==> config.mk <==
export PLATFORM = sky130hd
export DESIGN_NAME = tkr_key_encode
export DESIGN_NICKNAME = d
export VERILOG_FILES = /design/src/hdl/tkr_pkg.sv /design/src/hdl/tkr_key_encode.sv
export SDC_FILE = /design/constraint.sdc
export NUM_CORES = 1
export LEC_CHECK = 0
export BUFFER_PORTS_ARGS = -buffer_cell sky130_fd_sc_hd__buf_2
export CAP_MARGIN = 10
export CORE_AREA = 5 5 42 44
export DETAILED_ROUTE_END_ITERATION = 8
export DIE_AREA = 0 0 47 49
export PLACE_DENSITY = 0.47
export SYNTH_ARGS = -nofsm -noshare
export SYNTH_HDL_FRONTEND = slang
export SYNTH_SLANG_ARGS = --single-unit
==> constraint.sdc <==
create_clock -name vclk -period 2.33
set_input_delay 0.466 -clock vclk [all_inputs]
set_output_delay 0.466 -clock vclk [all_outputs]
set_load 0.01 [all_outputs]
==> src/hdl/tkr_pkg.sv <==
`default_nettype none
// ---------------------------------------------------------------------------
// tkr_pkg
// shared types, constants and the extended key decode for the typematic
// repeat engine
// ---------------------------------------------------------------------------
package tkr_pkg;

   // number of key entries and the index width that addresses them
   localparam int unsigned KEY_COUNT = 256;
   localparam int unsigned KEY_IDX_W = $clog2(KEY_COUNT);

   // field widths
   localparam int unsigned CODE_W  = 8;
   localparam int unsigned STAMP_W = 32;
   localparam int unsigned COUNT_W = 16;
   localparam int unsigned DELAY_W = 16;
   localparam int unsigned ENTRY_W = STAMP_W + COUNT_W;

   // configuration port
   localparam int unsigned CSR_ADDR_W = 3;
   localparam int unsigned CSR_DATA_W = 32;

   // register indexes
   localparam logic REG_INITIAL_DELAY   = 1'b0;
   localparam logic REG_REPEAT_INTERVAL = 1'b1;

   // register reset values
   localparam logic [DELAY_W-1:0] DELAY_RESET    = 16'd500;
   localparam logic [DELAY_W-1:0] INTERVAL_RESET = 16'd80;

   // scan code constants
   localparam logic [CODE_W-1:0]  BREAK_BIT   = 8'h80;
   localparam logic [STAMP_W-1:0] ELAPSED_SAT = 32'h7FFF_FFFF;

   typedef enum logic {
      CMD_KEY_EVENT = 1'b0,
      CMD_POLL      = 1'b1
   } cmd_type;

   // navigation and other keys that travel behind the e0 prefix
   function automatic logic key_is_extended(input logic [CODE_W-1:0] code);
      logic ext;
      unique case (code) inside
         8'h9C, 8'h9D, 8'hB5, 8'hB8, 8'hC7, 8'hC8, 8'hC9,
         8'hCB, 8'hCD, 8'hCF, 8'hD0, 8'hD1, 8'hD2, 8'hD3: ext = 1'b1;
         default: ext = 1'b0;
      endcase
      return ext;
   endfunction

endpackage
`default_nettype wire

==> src/hdl/tkr_key_encode.sv <==
`default_nettype none
// ---------------------------------------------------------------------------
// tkr_key_encode
// turns a scan code and make/break flag into the emitted byte and the
// extended flag
// ---------------------------------------------------------------------------
module tkr_key_encode (
   input  wire logic [tkr_pkg::CODE_W-1:0] code,
   input  wire logic                       brk,
   output logic      [tkr_pkg::CODE_W-1:0] out_key,
   output logic                            extended
);

   logic [tkr_pkg::CODE_W-1:0] base_byte;

   always_comb begin
      extended  = tkr_pkg::key_is_extended(code);
      // extended keys drop into the lower half of the code space
      base_byte = extended ? (code - tkr_pkg::BREAK_BIT) : code;
      out_key   = brk ? (base_byte | tkr_pkg::BREAK_BIT) : base_byte;
   end

endmodule
`default_nettype wire

==> flow_summary_export.csv <==
group,metric,value,unit
outcome,status,"finished, final reports clean",
timing,finalSetupViolCount,0,
die,die_area,2300,um2
pwr,power,0.0408,mW
yosys,synth.top_cell.area_share,26.8,%
placement,port_buffers,18,
final_layout,nClkBuffers,0,
critical_path,worstPathMaxFanout,3,
die,core_region_area,1400,um2
final_layout,nFlopsAndLatches,0,
yosys,yosysWarnings,0,
timing,period_needed,2.23,ns
final_layout,nets,51,
timing,finalSetupTns,0,ns
yosys,synth_cells,27,
drt,vias_per_cell,4.09,
pwr,p_per_area,149,nW/um2
yosys,seq_area_frac_synth,0,%
final_layout,area_growth_syn_to_layout,38.9,%
critical_path,critPathKind,"input port to output pin",
drt,vias,229,
drt,drt-initial-drc-count,5,
critical_path,cp-start-kind,"input port",
critical_path,cp.required,1.86,ns
timing,finalHoldViolations,0,
run,maxCapViolations,0,
die,ios,18,
critical_path,end_kind,"output pin",
final_layout,drive_above_1_share,55.0,%
timing,min_period_over_period,95.5,%
timing,hold_ws,1.18,ns
timing,drv_slew,0,
yosys,yosysUniqueCellTypes,17,
global_routing,grt_overflow,0,
die,start_util,14.0,%
pwr,ir_drop,0.0259,mV
drt,drc,0,
drt,wl_per_cell,10.7,um
yosys,avgSynthCellArea,7.28,um2
placement,routabilityCongestion,0.714,
yosys,synth_largest_area_cell,"buf_4",
timing,slew_headroom,88.3,%
die,dieWidth,47,um
drt,dr.pass1.iters,3,
die,num_rows,14,
global_routing,antenna_found_initial,0,
yosys,syn_area,196,um2
global_routing,grt_usage,5.82,%
hold_path,min_path_type,"input port to output pin",
critical_path,crit_arrival,1.76,ns
global_routing,first_global_vias,206,
die,die_h,49,um
final_layout,final_util,19.5,%
global_routing,grt_max_degree,8,
final_layout,regArea,0,um2
final_layout,nFillCells,175,
clock_network,cts_hold_buf,0,
final_layout,insertedDiodeCount,0,
timing,worst_pin_slew,0.175,ns
timing,rsz0062_at_grt,"false",
yosys,synth_area_leaders,"buf_4, nand3b_1, and4bb_2, nand4bb_1, or4bb_1",
pwr,p_leak,0.129,nW
drt,ant_nets,0,
timing,fmax,449,MHz
global_routing,grt_pass1_wl,1070,um
yosys,synth_nets,36,
drt,drt-total-wl,601,um
cells in the mapped netlist:
cell type	n
nor3_1	1
a41o_1	1
nand4bb_1	1
o21ai_0	1
nand3_1	1
o32a_1	1
nor2_1	2
or4b_1	1
a21oi_1	2
and4b_1	1
nand3b_1	2
nand2b_1	1
nand2_1	2
or4bb_1	1
and4bb_2	1
nor3b_1	1
buf_4	7
final timing paths:
path                    start         end  slack (ns)  depth (start not counted)
worst max-delay path  code[6]  out_key[7]        0.10                          6
worst min-delay path  code[1]  out_key[1]        1.18                          2
critical path, stage by stage:
cell and delay [ns]:
buf_2 0.11, and4bb_2 0.27, nor2_1 0.04, or4b_4 0.51, a41o_1 0.23, buf_2 0.13
placed cells by master (no fill, tap or decap):
cell	Yosys	layout
nand3b_1	2	2
o32a_1	1	1
nor3_1	1	1
and4b_1	1	1
o21ai_1	0	1
or4b_4	0	1
a21oi_1	2	2
nand2_1	2	2
buf_2	0	18
buf_4	7	2
nor2_1	2	2
nand3_1	1	1
and4bb_2	1	1
nor3b_1	1	1
nand4bb_1	1	1
nand2b_1	1	1
a41o_1	1	1
or4bb_1	1	1
metrics by stage:
step                instance area, um2  instances  worst slack [ns]
global placement                   269         56            0.0832
finish                             273         56             0.104
floorplan                          196         27             0.317
global route                       273         56           0.00623
detailed placement                 269         56            0.0844
CTS                                269         56            0.0821
power breakdown:
part           switching, mW  internal [mW]
combinational         0.0207         0.0200
clock                      0              0
sequential                 0              0
total                 0.0207         0.0200
per-layer routing:
metal	global-route usage, %	vias up	wire [um]
li1	-	124	-
met1	9.35	97	273
met2	9.05	8	280
met3	0	0	47
met4	0	0	0
met5	0	-	0
layout make-up:
| cell class | count | area [um2] | area share (%) |
|---|---|---|---|
| multi-input combinational | 20 | 148 | 54.1 |
| timing repair buffer | 20 | 105 | 38.5 |
| tap | 16 | 20.0 | 7.34 |
cells by family (layout without fill, tap and decap cells):
group	Yosys count	after routing	share of synthesized area, %
AO/OA/AOI/OAI	5	5	17.8
buffers and inverters	7	20	26.8
AND/OR/NAND/NOR	15	15	55.4
what timing repair did:
action / in CTS / in global routing
setup buffers: 0 / 0
gates resized for setup: 0 / 2
setup endpoints to repair: 0 / 1
hold endpoints to repair: 0 / 0
No activity file was read; power rests on OpenSTA's default activity.
